## src/design/bmi_pkg.sv

```systemverilog
`timescale 1ns / 1ps
// ----------------------------------------------------------------------------
// bmi_pkg: shared definitions for the binary modular inverse block
// Holds default sizes, reset values, the controller state type and the
// command/status bundles passed between controller and datapath.
// ----------------------------------------------------------------------------
package bmi_pkg;

  // Default operand width used inside the datapath
  localparam int DEF_WIDTH = 32;

  // Fixed widths of the external fields
  localparam int VALUE_W = 32;
  localparam int COUNT_W = 7;

  // Modulus register after reset
  localparam logic [VALUE_W-1:0] MODULUS_RESET = VALUE_W'(3);

  // Controller states
  typedef enum logic {
    ST_IDLE,
    ST_RUN
  } bmi_state_t;

  // Controller to datapath
  typedef struct packed {
    logic load;  // capture a new value and initialize the pairs
    logic step;  // perform one iteration
  } bmi_cmd_t;

  // Datapath to controller
  typedef struct packed {
    logic loop_done;  // range error, v reached zero, or iteration limit
  } bmi_status_t;

endpackage

```

## src/design/binary_modular_inverse.sv

```systemverilog
`timescale 1ns / 1ps
// ----------------------------------------------------------------------------
// binary_modular_inverse: modular inverse by binary extended Euclid
// Computes the inverse of value modulo the programmed odd modulus and the
// number of halving steps taken, flagging values outside 1 to modulus.
// ----------------------------------------------------------------------------
// A transaction is accepted on a clock edge with start high and busy low.
// The datapath performs one halving or subtract step per cycle; the
// number of steps n is data dependent and capped at 4*WIDTH+8, and an
// out-of-range value finishes with n = 0. The result is shown for
// exactly one cycle with done high and must be taken then, since the
// receiver cannot stall the block. The user must write the modulus with
// modulus_we and modulus_data only while the block is idle; the block
// itself does not enforce this.
module binary_modular_inverse #(
  parameter int WIDTH = bmi_pkg::DEF_WIDTH
) (
  input  logic                        clk,
  input  logic                        rst,
  input  logic                        modulus_we,
  input  logic [bmi_pkg::VALUE_W-1:0] modulus_data,
  input  logic                        start,
  input  logic [bmi_pkg::VALUE_W-1:0] value,
  output logic                        busy,
  output logic                        done,
  output logic [bmi_pkg::VALUE_W-1:0] inverse,
  output logic [bmi_pkg::COUNT_W-1:0] halving_count,
  output logic                        range_error
);
  import bmi_pkg::*;

  bmi_cmd_t    cmd;
  bmi_status_t status;

  // Sequence the transaction
  bmi_ctrl u_ctrl (
    .clk    (clk),
    .rst    (rst),
    .start  (start),
    .status (status),
    .cmd    (cmd),
    .busy   (busy),
    .done   (done)
  );

  // Compute the inverse
  bmi_datapath #(
    .WIDTH (WIDTH)
  ) u_datapath (
    .clk           (clk),
    .rst           (rst),
    .modulus_we    (modulus_we),
    .modulus_data  (modulus_data),
    .value         (value),
    .cmd           (cmd),
    .status        (status),
    .inverse       (inverse),
    .halving_count (halving_count),
    .range_error   (range_error)
  );

  // Result strobes only while a transaction is in flight
  a_done_busy: assert property (@(posedge clk) disable iff (rst)
    done |-> busy)
    else $error("done without busy");

  // Range error results carry zero fields
  a_err_zero: assert property (@(posedge clk) disable iff (rst)
    (done && range_error) |-> (inverse == '0 && halving_count == '0))
    else $error("range error with nonzero result");

  // Accepted transaction makes the block busy
  a_accept_busy: assert property (@(posedge clk) disable iff (rst)
    (start && !busy) |=> busy)
    else $error("accepted transaction did not start");

  // Block frees up after the result
  a_done_free: assert property (@(posedge clk) disable iff (rst)
    done |=> !busy)
    else $error("still busy after result");

endmodule

```

## src/design/bmi_ctrl.sv

```systemverilog
`timescale 1ns / 1ps
// ----------------------------------------------------------------------------
// bmi_ctrl: sequencer for the binary modular inverse
// Accepts a transaction when idle, steps the datapath until it reports the
// loop finished, then strobes the result for one cycle.
// ----------------------------------------------------------------------------
module bmi_ctrl (
  input  logic                 clk,
  input  logic                 rst,
  input  logic                 start,
  input  bmi_pkg::bmi_status_t status,
  output bmi_pkg::bmi_cmd_t    cmd,
  output logic                 busy,
  output logic                 done
);
  import bmi_pkg::*;

  bmi_state_t state;
  bmi_state_t state_next;

  // Hold the state
  always_ff @(posedge clk) begin
    if (rst) begin
      state <= ST_IDLE;
    end else begin
      state <= state_next;
    end
  end

  // Advance the state
  always_comb begin
    state_next = state;
    case (state)
      ST_IDLE: begin
        if (start) begin
          state_next = ST_RUN;
        end
      end
      ST_RUN: begin
        if (status.loop_done) begin
          state_next = ST_IDLE;
        end
      end
      default: begin
        state_next = ST_IDLE;
      end
    endcase
  end

  // Drive commands and strobes
  always_comb begin
    cmd.load = 1'b0;
    cmd.step = 1'b0;
    busy     = 1'b0;
    done     = 1'b0;
    case (state)
      ST_IDLE: begin
        cmd.load = start;
      end
      ST_RUN: begin
        busy     = 1'b1;
        cmd.step = !status.loop_done;
        done     = status.loop_done;
      end
      default: begin
        busy = 1'b0;
      end
    endcase
  end

endmodule

```

## src/design/bmi_datapath.sv

```systemverilog
`timescale 1ns / 1ps
// ----------------------------------------------------------------------------
// bmi_datapath: registers and arithmetic of the binary inversion
// Holds the modulus register and the pairs (u,r) and (v,s); one halving
// or subtract-and-reduce step is done per step command.
// ----------------------------------------------------------------------------
module bmi_datapath #(
  parameter int WIDTH = bmi_pkg::DEF_WIDTH
) (
  input  logic                          clk,
  input  logic                          rst,
  input  logic                          modulus_we,
  input  logic [bmi_pkg::VALUE_W-1:0]   modulus_data,
  input  logic [bmi_pkg::VALUE_W-1:0]   value,
  input  bmi_pkg::bmi_cmd_t             cmd,
  output bmi_pkg::bmi_status_t          status,
  output logic [bmi_pkg::VALUE_W-1:0]   inverse,
  output logic [bmi_pkg::COUNT_W-1:0]   halving_count,
  output logic                          range_error
);
  import bmi_pkg::*;

  localparam int LIMIT  = 4 * WIDTH + 8;
  localparam int ITER_W = $clog2(LIMIT + 1);

  logic [VALUE_W-1:0] modulus;
  logic [WIDTH-1:0]   m;
  logic [WIDTH-1:0]   a;
  logic [63:0]        modulus_ext;
  logic [63:0]        value_ext;
  logic [63:0]        r_ext;

  logic [WIDTH-1:0]   u;
  logic [WIDTH-1:0]   v;
  logic [WIDTH-1:0]   r;
  logic [WIDTH-1:0]   s;
  logic [COUNT_W-1:0] k;
  logic [ITER_W-1:0]  iter;
  logic               err;

  logic [WIDTH:0]     r_half_sum;
  logic [WIDTH:0]     s_half_sum;
  logic [WIDTH-1:0]   r_sub;
  logic [WIDTH-1:0]   s_sub;
  logic               a_bad;

  // Hold the modulus register
  always_ff @(posedge clk) begin
    if (rst) begin
      modulus <= MODULUS_RESET;
    end else if (modulus_we) begin
      modulus <= modulus_data;
    end
  end

  // Trim or extend the fields to the operand width
  assign modulus_ext = 64'(modulus);
  assign value_ext   = 64'(value);
  assign m           = modulus_ext[WIDTH-1:0];
  assign a           = value_ext[WIDTH-1:0];
  assign a_bad       = (a == '0) || (a > m);

  // Halve modulo m: add m first when odd
  assign r_half_sum = {1'b0, r} + (r[0] ? {1'b0, m} : '0);
  assign s_half_sum = {1'b0, s} + (s[0] ? {1'b0, m} : '0);

  // Subtract modulo m: add m back on borrow
  assign r_sub = r - s + ((r < s) ? m : '0);
  assign s_sub = s - r + ((s < r) ? m : '0);

  // Load and iterate
  always_ff @(posedge clk) begin
    if (cmd.load) begin
      u    <= m;
      v    <= a;
      r    <= '0;
      s    <= WIDTH'(1);
      k    <= '0;
      iter <= '0;
      err  <= a_bad;
    end else if (cmd.step) begin
      iter <= iter + ITER_W'(1);
      if (!u[0]) begin
        u <= u >> 1;
        r <= r_half_sum[WIDTH:1];
        k <= k + COUNT_W'(1);
      end else if (!v[0]) begin
        v <= v >> 1;
        s <= s_half_sum[WIDTH:1];
        k <= k + COUNT_W'(1);
      end else if (u > v) begin
        u <= u - v;
        r <= r_sub;
      end else begin
        v <= v - u;
        s <= s_sub;
      end
    end
  end

  // Report loop end
  assign status.loop_done = err || (v == '0) || (iter == ITER_W'(LIMIT));

  // Drive result fields
  assign r_ext         = 64'(r);
  assign inverse       = r_ext[VALUE_W-1:0];
  assign halving_count = k;
  assign range_error   = err;

endmodule

```

## config.mk

```make
export PLATFORM = sky130hd
export DESIGN_NAME = binary_modular_inverse
export DESIGN_NICKNAME = d
export VERILOG_FILES = /design/src/design/bmi_pkg.sv /design/src/design/binary_modular_inverse.sv /design/src/design/bmi_ctrl.sv /design/src/design/bmi_datapath.sv
export SDC_FILE = /design/constraint.sdc
export NUM_CORES = 1
export LEC_CHECK = 0
export BUFFER_PORTS_ARGS = -buffer_cell sky130_fd_sc_hd__buf_4
export CELL_PAD_IN_SITES_DETAIL_PLACEMENT = 2
export CELL_PAD_IN_SITES_GLOBAL_PLACEMENT = 2
export CORE_UTILIZATION = 29
export CTS_CLUSTER_SIZE = 24
export DETAILED_ROUTE_END_ITERATION = 8
export PLACE_DENSITY = 0.73
export SYNTH_ARGS = -nofsm -noshare
export SYNTH_HDL_FRONTEND = slang
export SYNTH_HIERARCHICAL = 1
export SYNTH_SLANG_ARGS = --single-unit
export TNS_END_PERCENT = 1
```

## constraint.sdc

```tcl
create_clock -name clk -period 10.6 [get_ports clk]
set_input_delay 1.59 -clock clk [delete_from_list [all_inputs] [get_ports clk]]
set_output_delay 1.59 -clock clk [all_outputs]
set_load 0.05 [all_outputs]
```

======== Word-level counts from Yosys, hierarchy flattened ========
Cells that the tools add are included.
cells by class
  add/sub/neg operators ................... 10
  $mul .................................... 0
  div/mod/pow operators ................... 0
  order comparisons ....................... 4
  equality and inequality tests ........... 8
  shifts and indexed selects .............. 0
  muxes and demuxes ....................... 28
  bitwise logic cells ..................... 1
  reductions and logical operators ........ 14
operators by type and width
  kind                                                            number
  32-bit 2-to-1 mux                                               19
  32-bit subtractor                                               4
  32-bit by 33-bit adder with 33-bit output                       2
  32-bit adder                                                    2
  32-bit > comparator                                             2
  32-bit zero test                                                2
  32-bit < comparator                                             2
  7-bit 2-to-1 mux                                                2
  3-bit AND reduction                                             4
  3-bit inequality test (second input constant)                   3
  8-bit by 1-bit adder with 8-bit output (second input constant)  1
  8-bit == test (second input constant)                           1
  2-bit inequality test (second input constant)                   4
  7-bit by 1-bit adder with 7-bit output (second input constant)  1
  1-bit 2-to-1 mux                                                6
  2-bit AND reduction                                             2
  2-bit nonzero test                                              2
  1-bit logical OR                                                3
  1-bit one-hot mux with 2 select lines                           1
  1-bit zero test                                                 1
  1-bit inverter                                                  1
storage, ports and cells
  register bits ........................... 177
  bits in latches ......................... 0
  RAM bits ................................ 0
  ROM bits ................................ 0
  input bits .............................. 68
  output and inout bits ................... 42
  logic and storage cells ................. 76
  memories ................................ 0

======== Logic depth before layout (Yosys ltp) ========
Gate-level depths: netlist of run 1.
  depth after elaboration ................. 7
  mapped depth ............................ 24
  mapped depth without buffers ............ 22

======== Cells and area by module ========
Netlist of run 1, hierarchy kept.
by module, submodules not included
  module        instances  cells an instance  area an instance (um^2)  seq. area each (um^2)
  bmi_datapath  1          2,898              22,176.3                 4,174.0
  bmi_ctrl      1          5                  60.1                     20.0

======== Least setup slack after synthesis of run 1 ========
No wires, ideal clock.
  path kind ............................... reg-to-reg
  from .................................... register u_datapath.r[19] (netlist: u_datapath/inverse[19])
  to ...................................... register u_datapath.r[27] (netlist: u_datapath/inverse[27])
  library setup time ...................... 91 ps
  arrival ................................. 5,580 ps
  slack ................................... 4,929 ps
  stages on the path, launching flop included .. 22
  path buffers ............................ 1
  period minus slack after synthesis ...... 5,671 ps
  path through ............................ dfxtp_1 -> inv_1 -> ha_1 -> nand4_1 -> nor3_1 -> a22oi_1 -> a31o_2 -> a31oi_1 -> clkbuf_1 -> nand2_1 -> fa_1 -> inv_1 -> ha_1 -> a211oi_1 -> o211ai_1 -> a41oi_1 -> o21ai_0 -> a2111oi_0 -> o31ai_1 -> nor4bb_1 -> o41ai_1 -> a311oi_1
between the ends
  longest elaborated chain between the ends .. 6
ends and longest elaborated chain
  what                      line                source
  start: declaration        bmi_datapath.sv:35  logic [WIDTH-1:0] r;
  start signal: assignment  bmi_datapath.sv:85  r <= r_half_sum[WIDTH:1];
  start signal: assignment  bmi_datapath.sv:93  r <= r_sub;
  32-bit < comparator       bmi_datapath.sv:68  assign r_sub = r - s + ((r < s) ? m : '0);
  32-bit 2-to-1 mux         bmi_datapath.sv:68
  32-bit adder              bmi_datapath.sv:68
  32-bit 2-to-1 mux         bmi_datapath.sv:91  end else if (u > v) begin
  32-bit 2-to-1 mux         bmi_datapath.sv:87  end else if (!v[0]) begin
  32-bit 2-to-1 mux (*)     bmi_datapath.sv:83  if (!u[0]) begin
Every way passes the cells marked *; elsewhere a longest branch is shown, timed or not. The select of a mux whose other input is x is not followed.
A chain may end at the register's enable or synchronous reset.

======== Final worst setup path of run 1 ========
  from .................................... register u_datapath.s[0]
  to ...................................... register u_datapath.r[27] (netlist: u_datapath/inverse[27])
between the ends
  longest elaborated chain between the ends .. 6
ends and longest elaborated chain
  what                      line                source
  start: declaration        bmi_datapath.sv:36  logic [WIDTH-1:0] s;
  start signal: assignment  bmi_datapath.sv:89  s <= s_half_sum[WIDTH:1];
  start signal: assignment  bmi_datapath.sv:96  s <= s_sub;
  32-bit < comparator       bmi_datapath.sv:68
  32-bit 2-to-1 mux         bmi_datapath.sv:68
  32-bit adder (*)          bmi_datapath.sv:68
  32-bit 2-to-1 mux (*)     bmi_datapath.sv:91
  32-bit 2-to-1 mux (*)     bmi_datapath.sv:87
  32-bit 2-to-1 mux (*)     bmi_datapath.sv:83
Marked as above.

==> flow_summary_export.csv, run 1 <==
group,metric,value,unit
cells_and_area,fin_nets,3303,
critical_path,cp.required,11.05,ns
cts,cts_tree,"built",
sta,fin_hold_ws,0.5041,ns
worst_hold_path,min_from,"u_datapath/iter[7]",
grt,grtUsageTotal,0.2543,
yosys,synth_area,22240,um^2
yosys,ys_warn_count,6,
cells_and_area,drive_above_1_share,0.06940,
floorplan,num_io_pins,110,
floorplan,core_area,75950,um^2
sta,maxSlewHeadroom,0.2928,
pwr,p_comb_frac,0.688,
critical_path,startpoint_type,"register",
grt,globalRouteOverflowTotal,0,
pwr,swShare,0.5290,
cells_and_area,synthToLayoutAreaGrowth,10.33,%
sta,tightest_slew,1.061,ns
flow_run,cap_violations,0,
pwr,p_leak,10.74,nW
cells_and_area,final_cell_mix,"inv_1 (332), nor2_1 (258), ha_1 (257)",
run_status,status,"completed",
sta,hold_viol,0,
cts,cts_made_buffers,17,
cts,path_clk_slew,0.09,ns
sta,final.min_clock_period,7.105,ns
yosys,avgSynthCellArea,7.660,um^2
cts,cts_resized,0,
yosys,syn_nets,3294,
yosys,synth_cell_types,89,
sta,fin_setup_tns,0,ns
pwr,power_density,210.3,nW/um^2
floorplan,die_x,278.9,um
pwr,p_int,2.430,mW
grt,antenna_found_initial,2,
cells_and_area,layout_commonest_cell,"inv_1",
pwr,seq_power_share,0.179,
route,wl_per_cell,24.98,um
pwr,p_clk_frac,0.134,
floorplan,start_util,0.2928,
worst_hold_path,hold_path_depth,2,
route,remaining_drc_errors,0,
cts,insertion_delay,0.54,ns
worst_hold_path,hold_path_end,"u_datapath/iter[7]",
sta,slew_viol_final,0,
critical_path,r2r-start,"u_datapath/s[0]",
grt,grt_first_pass_wirelength,150900,um
cts,clkSinkCount,177,
critical_path,endpoint_kind,"register",
floorplan,num_rows,101,
sta,setup_ws,3.495,ns
sta,skew,0.02371,ns
floorplan,dieArea,77790,um^2
cts,htree_levels,4,
yosys,synth_edf_count,65,
route,drt_pass1_iterations,5,
floorplan,die_h,278.9,um
route,ant_nets,0,
yosys,syn_inst,2903,
yosys,ys_ff_latch,177,
placed_design,io_buffers,109,
yosys,yosysSeqAreaShare,0.1886,
yosys,async_reset_ff_frac,0,
route,drt_iter0_markers,1316,
placed_design,post-place-ws,3.608,ns
sta,rsz0062_at_grt,"no",
pwr,worst_ir_drop_vdd,0.1423,mV
critical_path,rrSetupSlack,3.49,ns
placed_design,globalplace.congestion,0.9324,
critical_path,critical_path_class,"register to register",
grt,grt_max_degree,177,
route,num_vias,22450,
placed_design,place_hpwl,79570,um
cts,clockRootBuffer,"clkbuf_16",
cells_and_area,fin_util,0.3230,
route,routed_wl,98810,um
yosys,synth_ff_type,"dfxtp_1",
critical_path,r2r-end,"u_datapath/inverse[27]",
pwr,switchingPower,2.729,mW
sta,fmax,140.7,MHz
grt,first_global_vias,24450,
sta,min_period_over_period,0.6703,
cts,post-cts-setup-buffer-count,0,
worst_hold_path,hp-class,"register to register",
critical_path,reg2regPathDepth,21,
cts,cts_max_path_buffers,2,
sta,setup_viol,0,
critical_path,crit_path_max_fanout,32,
route,via_per_inst,5.674,
critical_path,critPathArrivalTime,7.56,ns
cts,cts_hold_buf,0,
[metrics by stage]
step                      instance area [um^2]  cells  total power, mW
final                                    24530   3956            5.160
after global routing                     24530   3955            5.561
after CTS                                24530   3955            5.161
after detailed placement                 23970   3923            4.430
after global placement                   23970   3923            4.301
after floorplan                          22240   2903            3.400
[cell usage after synthesis (11+ instances only)]
library cell	instances	area [um^2]
buf_2	16	80.08
a31oi_1	28	175.2
o211ai_1	31	232.7
edfxtp_1	65	1952
nor4_1	25	156.4
a311oi_1	22	192.7
o21bai_1	29	217.7
nand3_1	69	345.3
a21oi_1	254	1271
o31a_1	11	96.34
o21a_1	27	202.7
o21ai_0	166	830.8
dfxtp_1	112	2242
a211oi_1	81	608.1
or3_1	20	125.1
and2_1	43	269.0
nand4_1	50	312.8
clkbuf_1	110	412.9
inv_1	333	1250
nor3_1	40	200.2
and3_1	25	156.4
nand2_1	213	799.5
mux2i_1	45	450.4
fa_1	66	1321
nand2b_1	20	125.1
a221oi_1	23	201.4
xor2_1	44	385.4
o31ai_1	17	127.6
ha_1	257	3216
nor2_1	259	972.2
a21o_1	100	750.7
nor2b_1	20	125.1
xnor2_1	101	884.6
[flip-flops by register name (all words and copies together), names as in the netlist]
register / count
u_ctrl/state: 1
u_datapath/halving_count: 7
u_datapath/inverse: 32
u_datapath/iter: 8
u_datapath/m: 32
u_datapath/range_error: 1
u_datapath/s: 32
u_datapath/u: 32
u_datapath/v: 32
[power by group through the flow]
stage               Combinational [mW]  Sequential, mW  Clock [mW]
floorplan                         2.48           0.917           0
global placement                  3.37           0.933           0
detailed placement                3.49           0.937           0
CTS                               3.52           0.922       0.714
global route                      3.89           0.931       0.736
finish                            3.55           0.923       0.690
[logic make-up (layout without fill, tap and decap cells)]
family / count (synthesis) / count (layout) / share of synthesized area
compound gates: 901 / 901 / 0.2658
flops: 177 / 177 / 0.1886
simple gates: 830 / 830 / 0.1787
fa+ha+maj: 323 / 323 / 0.2040
xor+xnor: 145 / 145 / 0.05711
buf+inv: 476 / 498 / 0.08243
mux: 51 / 51 / 0.02329
other cells: 0 / 1 / 0
[worst max-delay path by stage]
stage	startpoint	endpoint	slack [ns]	depth (start not counted)
floorplan	u_datapath/inverse[19]	u_datapath/inverse[27]	4.93	21
global placement	u_datapath/s[0]	u_datapath/inverse[27]	4.06	21
detailed placement	u_datapath/s[0]	u_datapath/inverse[27]	3.61	21
CTS	u_datapath/s[0]	u_datapath/inverse[27]	3.62	21
global route	u_datapath/s[0]	u_datapath/inverse[27]	3.01	21
finish	u_datapath/s[0]	u_datapath/inverse[27]	3.49	21
[layer usage]
layer,routed length (um),global-route usage,part of all wire
met4,2775,0.08383,0.028
met5,0,0,0
met1,43000,0.3127,0.44
met3,3251,0.02552,0.033
met2,49780,0.4600,0.50
[critical path: stages (launching register included)]
cell       delay [ns]
dfxtp_1          0.48
inv_1            0.07
buf_4            0.25
ha_1             0.23
nor2b_1          0.11
o211ai_1         0.09
a21oi_1          0.26
o311ai_0         0.33
a31oi_4          0.94
nand2_1          0.20
fa_1             0.53
inv_1            0.07
ha_1             0.32
a211oi_1         0.45
o211ai_1         0.21
a41oi_1          0.45
o21ai_0          0.43
a2111oi_0        0.70
o31ai_1          0.23
nor4bb_1         0.30
o41ai_1          0.13
a311oi_1         0.22
[layout make-up]
cell class              instances  area, um^2
fillers                      8769       51420
multi-input cells            2250       16230
flip-flops and latches        177        4194
well taps                    1030        1289
inverters                     335        1257
repair buffers                131       996.0
clock buffers                  18       429.2
clock inverters                14       132.6
diodes                          1       2.502
Power figures use the tool's default switching activity.
==> run 2, diff against run 1 <==
--- a/config.mk
+++ b/config.mk
@@ -11,7 +11,7 @@
 export CORE_UTILIZATION = 29
 export CTS_CLUSTER_SIZE = 24
 export DETAILED_ROUTE_END_ITERATION = 8
-export PLACE_DENSITY = 0.73
+export PLACE_DENSITY = 0.75
 export SYNTH_ARGS = -nofsm -noshare
 export SYNTH_HDL_FRONTEND = slang
 export SYNTH_HIERARCHICAL = 1
==> constraint.sdc (replaced) <==
create_clock -name clk -period 6.2 [get_ports clk]
set_input_delay 0.93 -clock clk [delete_from_list [all_inputs] [get_ports clk]]
set_output_delay 0.93 -clock clk [all_outputs]
set_load 0.05 [all_outputs]
==> run 2 against run 1 <==
Compared with the run above: utilization increased by 0.55 points; flip-flop and latch count unchanged; clock skew increased by 0.0032 ns; worst hold slack improved by 0.0022 ns; die area unchanged; wire length increased by 4.4%; design area increased by 1.7%; via count increased by 1.6%; maximum frequency increased by 19%; critical path depth increased by 2; critical path type unchanged; largest power group unchanged; highest routed layer unchanged.
==> flow_summary_export.csv, run 2 (synthesized netlist as in run 1, its figures left out) <==
group,metric,value,unit
grt,grtUsageTotal,0.2628,
floorplan,num_io_pins,110,
pwr,worst_ir_drop_vdd,0.2590,mV
critical_path,cp.required,6.61,ns
cells_and_area,fin_util,0.3285,
placed_design,io_buffers,109,
cells_and_area,layout_commonest_cell,"inv_1",
grt,grt_max_degree,163,
grt,antenna_found_initial,5,
sta,tightest_slew,0.9139,ns
placed_design,dpl_cell_area,24360,um^2
sta,setup_ws,0.2434,ns
route,remaining_drc_errors,0,
sta,setup_viol,0,
placed_design,globalplace.congestion,0.9392,
floorplan,core_area,75950,um^2
critical_path,crit_path_cell_trace,"inv_1, ha_1, and4_1, nand2_1, nor2_1, o311ai_0, buf_4, a31oi_4, buf_4, buf_4, nand2_1, fa_1, inv_1, ha_1, or2_2, a21oi_1, o31a_1, o21ai_0, a311oi_1, o21ai_0, xor2_1, o221a_2, o31a_1",
route,drt_iter0_markers,1143,
sta,hold_viol,0,
cells_and_area,drive_above_1_share,0.08666,
route,routed_wl,103100,um
critical_path,critical_path_class,"register to register",
floorplan,num_rows,101,
grt,grt_first_pass_wirelength,154600,um
cells_and_area,instances_no_fill,4009,
floorplan,start_util,0.2928,
critical_path,endpoint_kind,"register",
critical_path,critical_path.top_delay_family,"compound AO/OA/AOI/OAI gates",
sta,min_period_over_period,0.9607,
sta,skew,0.02695,ns
critical_path,critPathArrivalTime,6.37,ns
sta,fin_setup_tns,0,ns
cts,clockRootBuffer,"clkbuf_16",
critical_path,critical_path.slowest_cell,"a311oi_1",
cells_and_area,fin_nets,3355,
pwr,p_leak,11.02,nW
cts,path_clk_slew,0.09,ns
cts,cts_max_path_buffers,2,
pwr,power_density,362.3,nW/um^2
grt,globalRouteOverflowTotal,0,
cells_and_area,synthToLayoutAreaGrowth,12.19,%
cts,cts_tree,"built",
sta,slew_viol_final,0,
floorplan,die_h,278.9,um
cells_and_area,final_cell_area,24950,um^2
floorplan,die_x,278.9,um
cells_and_area,final_cell_mix,"inv_1 (332), nor2_1 (258), ha_1 (257)",
route,drt_pass1_iterations,5,
flow_run,cap_violations,0,
route,wl_per_cell,25.73,um
route,ant_nets,0,
placed_design,place_hpwl,83030,um
placed_design,post-place-cells,3974,
placed_design,post-place-ws,0.06320,ns
route,num_vias,22800,
cts,htree_levels,4,
route,via_per_inst,5.688,
critical_path,startpoint_type,"register",
critical_path,crit_buf_inv,5,
cts,clkSinkCount,177,
critical_path,cpPeakStageDelay,0.55,ns
sta,maxSlewHeadroom,0.3871,
sta,fmax,167.9,MHz
critical_path,crit_path_max_fanout,15,
cts,insertion_delay,0.54,ns
sta,final.min_clock_period,5.957,ns
cts,cts_hold_buf,0,
floorplan,dieArea,77790,um^2
grt,first_global_vias,24960,
cts,cts_made_buffers,17,
worst_hold_path,hp-class,"register to register",
critical_path,worst_path_most_repeated_cell,"buf_4",
sta,rsz0062_at_grt,"no",
run_status,status,"completed",
==> run 2: cell types whose count changed in the layout (fill, tap and decap cells not counted), moves of 2 or more <==
cell       before  now
o21ai_0       166  162
a2111oi_0       8    6
inv_8           5    3
inv_6           4    6
clkinv_1        0    2
o21ai_1         6    9
buf_4         130  181
==> run 2: where the power goes <==
| part | switching [mW] | total (mW) | internal, mW |
|---|---|---|---|
| Sequential | 0.176 | 1.54 | 1.36 |
| Clock | 0.621 | 1.15 | 0.526 |
| Combinational | 3.99 | 6.35 | 2.36 |
==> run 2: path summary, 6_finish.rpt <==
kind / from / end / slack [ns] / cells after the start
max: u_datapath/inverse[31] / u_datapath/inverse[29] / 0.24 / 23
max reg2reg: u_datapath/inverse[31] / u_datapath/inverse[29] / 0.24 / 23
min: u_datapath/iter[7] / u_datapath/iter[7] / 0.51 / 2
min reg2reg: u_datapath/iter[7] / u_datapath/iter[7] / 0.51 / 2
==> run 2: final cells by class <==
type                            count  area [um^2]
Fill cell                        8929        51000
Multi-Input combinational cell   2250        16250
Sequential cell                   177         4194
Timing Repair Buffer              183         1399
Tap cell                         1030         1289
Inverter                          335         1257
Clock buffer                       18        429.2
Clock inverter                     14        118.9
Antenna cell                        2        5.005
==> run 2: worst reg2reg max path: stages, from the launching register on <==
cell and delay (ns):
dfxtp_1 0.38, inv_1 0.09, ha_1 0.38, and4_1 0.26, nand2_1 0.19, nor2_1 0.20, o311ai_0 0.16, buf_4 0.18
a31oi_4 0.28, buf_4 0.26, buf_4 0.26, nand2_1 0.12, fa_1 0.51, inv_1 0.05, ha_1 0.39, or2_2 0.39
a21oi_1 0.16, o31a_1 0.15, o21ai_0 0.12, a311oi_1 0.55, o21ai_0 0.22, xor2_1 0.19, o221a_2 0.25, o31a_1 0.11
==> run 2: metrics by stage <==
stage / hold WS (ns) / power [mW]
4_1_cts: 0.5083 / 8.965
5_1_grt: 0.5452 / 9.683
2_1_floorplan: 0.4580 / 5.812
3_3_place_gp: 0.4765 / 7.480
6_report: 0.5064 / 9.039
3_5_place_dp: 0.4932 / 7.735
==> run 2: repair_timing <==
item,CTS,global route
resized for setup,0,11
setup buffers,0,1
endpoints found under the setup margin,0,19
==> run 2: per-layer routing <==
layer	track usage	vias to the layer above	part of all wire
met1	0.3228	11670	0.44
met3	0.02569	164	0.032
li1	-	10490	-
met5	0	-	0
met2	0.4701	479	0.50
met4	0.09989	0	0.034
==> run 3, diff against run 2 <==
--- a/config.mk
+++ b/config.mk
@@ -5,13 +5,14 @@
 export SDC_FILE = /design/constraint.sdc
 export NUM_CORES = 1
 export LEC_CHECK = 0
+export ABC_AREA = 1
 export BUFFER_PORTS_ARGS = -buffer_cell sky130_fd_sc_hd__buf_4
 export CELL_PAD_IN_SITES_DETAIL_PLACEMENT = 2
 export CELL_PAD_IN_SITES_GLOBAL_PLACEMENT = 2
 export CORE_UTILIZATION = 29
 export CTS_CLUSTER_SIZE = 24
 export DETAILED_ROUTE_END_ITERATION = 8
-export PLACE_DENSITY = 0.75
+export PLACE_DENSITY = 0.79
 export SYNTH_ARGS = -nofsm -noshare
 export SYNTH_HDL_FRONTEND = slang
 export SYNTH_HIERARCHICAL = 1
==> run 3 against run 2 <==
Compared with the run above: worst hold slack lost 0.031 ns; global-route usage rose by 1.6 points; combinational power up 20%; critical path type unchanged.
==> flow_summary_export.csv, run 3 <==
group,metric,value,unit
run_status,status,"completed",
critical_path,worst_path_most_repeated_cell,"nand2_1",
sta,slew_viol_final,0,
grt,globalRouteOverflowTotal,0,
flow_run,cap_violations,0,
placed_design,post-place-cells,4760,
route,ant_nets,0,
sta,rsz0062_at_grt,"no",
critical_path,cp.required,6.60,ns
yosys,yosysTopAreaCellShare,0.1375,
grt,grt_max_degree,65,
worst_hold_path,hold_path_depth,2,
critical_path,cpPeakStageDelay,0.80,ns
sta,hold_viol,0,
cts,post-cts-setup-buffer-count,0,
pwr,swShare,0.5912,
route,wl_per_cell,23.95,um
cts,cts_resized,0,
cells_and_area,antenna_cells,0,
pwr,p_comb_frac,0.731,
sta,min_period_over_period,0.9171,
critical_path,crit_path_cell_trace,"inv_1, ha_1, nand2_1, inv_1, nand4_1, nor2_1, nand2_1, a21boi_2, buf_4, nand2_1, fa_1, inv_1, ha_1, nand2_1, nor2_1, nand3_1, o21ai_0, a21oi_1, xor2_1, nand2_1, nand2_1, nor2_1, nor2_1",
route,remaining_drc_errors,0,
critical_path,cp-startpoint,"u_datapath/inverse[27]",
cells_and_area,multi_input_area,16380,um^2
yosys,synth_edf_count,65,
yosys,syn_inst,3677,
sta,tightest_slew,1.155,ns
pwr,p_clk_frac,0.116,
cts,htree_levels,4,
cts,clockRootBuffer,"clkbuf_16",
floorplan,core_area,79390,um^2
grt,grt_first_pass_wirelength,171700,um
cts,cts_max_path_buffers,2,
cells_and_area,nFillCells,9916,
critical_path,r2r-end,"u_datapath/inverse[21]",
yosys,synth_largest_area_cell,"ha_1",
critical_path,rrSetupSlack,0.51,ns
critical_path,r2r-start,"u_datapath/inverse[27]",
yosys,synth_ff_type,"dfxtp_1",
floorplan,start_util,0.2945,
pwr,power_density,404.3,nW/um^2
critical_path,critical_path.top_delay_family,"simple AND/OR/NAND/NOR gates",
pwr,seq_power_share,0.153,
floorplan,die_h,285.9,um
floorplan,die_x,285.9,um
worst_hold_path,hp-class,"register to register",
cts,clkSinkCount,177,
cts,insertion_delay,0.52,ns
critical_path,critPathArrivalTime,6.09,ns
critical_path,critical_path_class,"register to register",
cells_and_area,final_cell_mix,"nand2_1 (827), inv_1 (605), a21oi_1 (429)",
yosys,synth_area,23380,um^2
cells_and_area,fin_nets,4120,
yosys,ys_warn_count,6,
floorplan,dieArea,81760,um^2
grt,first_global_vias,28210,
cells_and_area,synthToLayoutAreaGrowth,10.48,%
critical_path,reg2regPathDepth,23,
cells_and_area,drive_above_1_share,0.06120,
route,routed_wl,114800,um
sta,fin_setup_tns,0,ns
sta,skew,0.01816,ns
cts,cts_tree,"built",
yosys,synth_cell_types,58,
pwr,switchingPower,6.173,mW
yosys,async_reset_ff_frac,0,
yosys,ys_ff_latch,177,
critical_path,crit_path_max_fanout,30,
yosys,synth_area_leaders,"ha_1 (14%), nand2_1 (13%), inv_1 (9.7%)",
sta,fmax,175.9,MHz
placed_design,globalplace.congestion,0.9652,
pwr,p_leak,12.68,nW
placed_design,dpl_cell_area,25230,um^2
yosys,syn_nets,4068,
grt,grtUsageTotal,0.2788,
route,via_per_inst,5.407,
floorplan,num_rows,103,
sta,fin_hold_ws,0.4752,ns
cells_and_area,layout_commonest_cell,"nand2_1",
route,drt_pass1_iterations,5,
pwr,worst_ir_drop_vdd,0.2934,mV
critical_path,crit_cells,23,
cts,cts_hold_buf,0,
critical_path,crit_buf_inv,4,
yosys,yosysSeqAreaShare,0.1794,
cts,cts_made_buffers,17,
critical_path,crit_end,"u_datapath/inverse[21]",
grt,antenna_found_initial,8,
yosys,synth_most_common_cell,"nand2_1",
sta,final.min_clock_period,5.686,ns
cells_and_area,final_cell_area,25830,um^2
cells_and_area,fin_util,0.3254,
pwr,p_int,4.269,mW
cells_and_area,instances_no_fill,4792,
placed_design,io_buffers,109,
cts,path_clk_slew,0.09,ns
sta,setup_viol,0,
floorplan,num_io_pins,110,
route,num_vias,25910,
critical_path,endpoint_kind,"register",
critical_path,critical_path.slowest_cell,"o21ai_0",
yosys,ys_top_cells_by_count,"nand2_1 (827), inv_1 (607), a21oi_1 (430), nor2_1 (348), o21ai_0 (281)",
cells_and_area,seq_area,4194,um^2
sta,maxSlewHeadroom,0.2293,
critical_path,startpoint_type,"register",
yosys,avgSynthCellArea,6.358,um^2
placed_design,place_hpwl,95180,um
route,drt_iter0_markers,1300,
-- run 3: cell types whose count changed after synthesis, sizes merged, moves of 73 or more --
cell	before	now
xnor2	101	14
nand3	69	151
a21oi	255	435
a21o	100	27
nand2	213	846
inv	335	613
o21ai	172	310
nor2	259	357
a211oi	83	3
-- run 3: through the flow --
step	setup WS (ns)	total power, mW
finish	0.5143	10.44
global route	0.3001	11.28
CTS	0.4823	10.35
detailed placement	0.5418	9.044
global placement	0.7556	8.789
floorplan	1.718	6.614
-- run 3: worst min path at each step --
| stage | slack (ns) | end | startpoint |
|---|---|---|---|
| 5_1_grt | 0.51 | u_datapath/halving_count[6] | u_datapath/halving_count[6] |
| 3_3_place_gp | 0.46 | u_datapath/halving_count[6] | u_datapath/halving_count[6] |
| 3_5_place_dp | 0.47 | u_datapath/halving_count[6] | u_datapath/halving_count[6] |
| 6_report | 0.48 | u_datapath/halving_count[6] | u_datapath/halving_count[6] |
| 4_1_cts | 0.48 | u_datapath/halving_count[6] | u_datapath/halving_count[6] |
| 2_1_floorplan | 0.46 | u_datapath/iter[3] | u_datapath/iter[3] |
-- run 3: per-layer routing --
metal	vias to the layer above	wire length (um)	GRT usage
met3	212	3867	0.02799
met5	-	0	0
met4	0	5085	0.1210
met1	12930	48170	0.3285
li1	12190	-	-
met2	582	57650	0.5087
-- run 3: area by class of cell --
type / instances / share of cell area
Timing Repair Buffer: 136 / 0.03953
Clock inverter: 12 / 0.004311
Multi-Input combinational cell: 2781 / 0.6344
Clock buffer: 20 / 0.01870
Sequential cell: 177 / 0.1624
Inverter: 616 / 0.08986
Tap cell: 1050 / 0.05086
-- run 3: power groups by stage --
stage,combinational [mW],sequential [mW],clock (mW)
global placement,7.17,1.62,0
detailed placement,7.42,1.62,0
CTS,7.51,1.60,1.23
finish,7.63,1.60,1.21
floorplan,5.01,1.60,0
global route,8.39,1.61,1.27
-- run 3: logic make-up after synthesis --
| group | after synthesis | share of synthesized area |
|---|---|---|
| AND/OR/NAND/NOR | 1464 | 0.2603 |
| adder cells (fa/ha/maj) | 323 | 0.1941 |
| buffers and inverters | 719 | 0.1205 |
| multiplexers | 2 | 0.0009633 |
| XOR/XNOR | 63 | 0.02360 |
| flip-flops | 177 | 0.1794 |
| AO/OA/AOI/OAI | 929 | 0.2212 |
-- run 3: worst reg2reg max path: stages (launching register included) --
cell and delay [ns]:
dfxtp_1 0.55, inv_1 0.14, ha_1 0.33, nand2_1 0.07
inv_1 0.07, nand4_1 0.22, nor2_1 0.32, nand2_1 0.14
a21boi_2 0.22, buf_4 0.37, nand2_1 0.16, fa_1 0.54
inv_1 0.05, ha_1 0.36, nand2_1 0.12, nor2_1 0.26
nand3_1 0.10, o21ai_0 0.80, a21oi_1 0.18, xor2_1 0.19
nand2_1 0.07, nand2_1 0.07, nor2_1 0.17, nor2_1 0.06
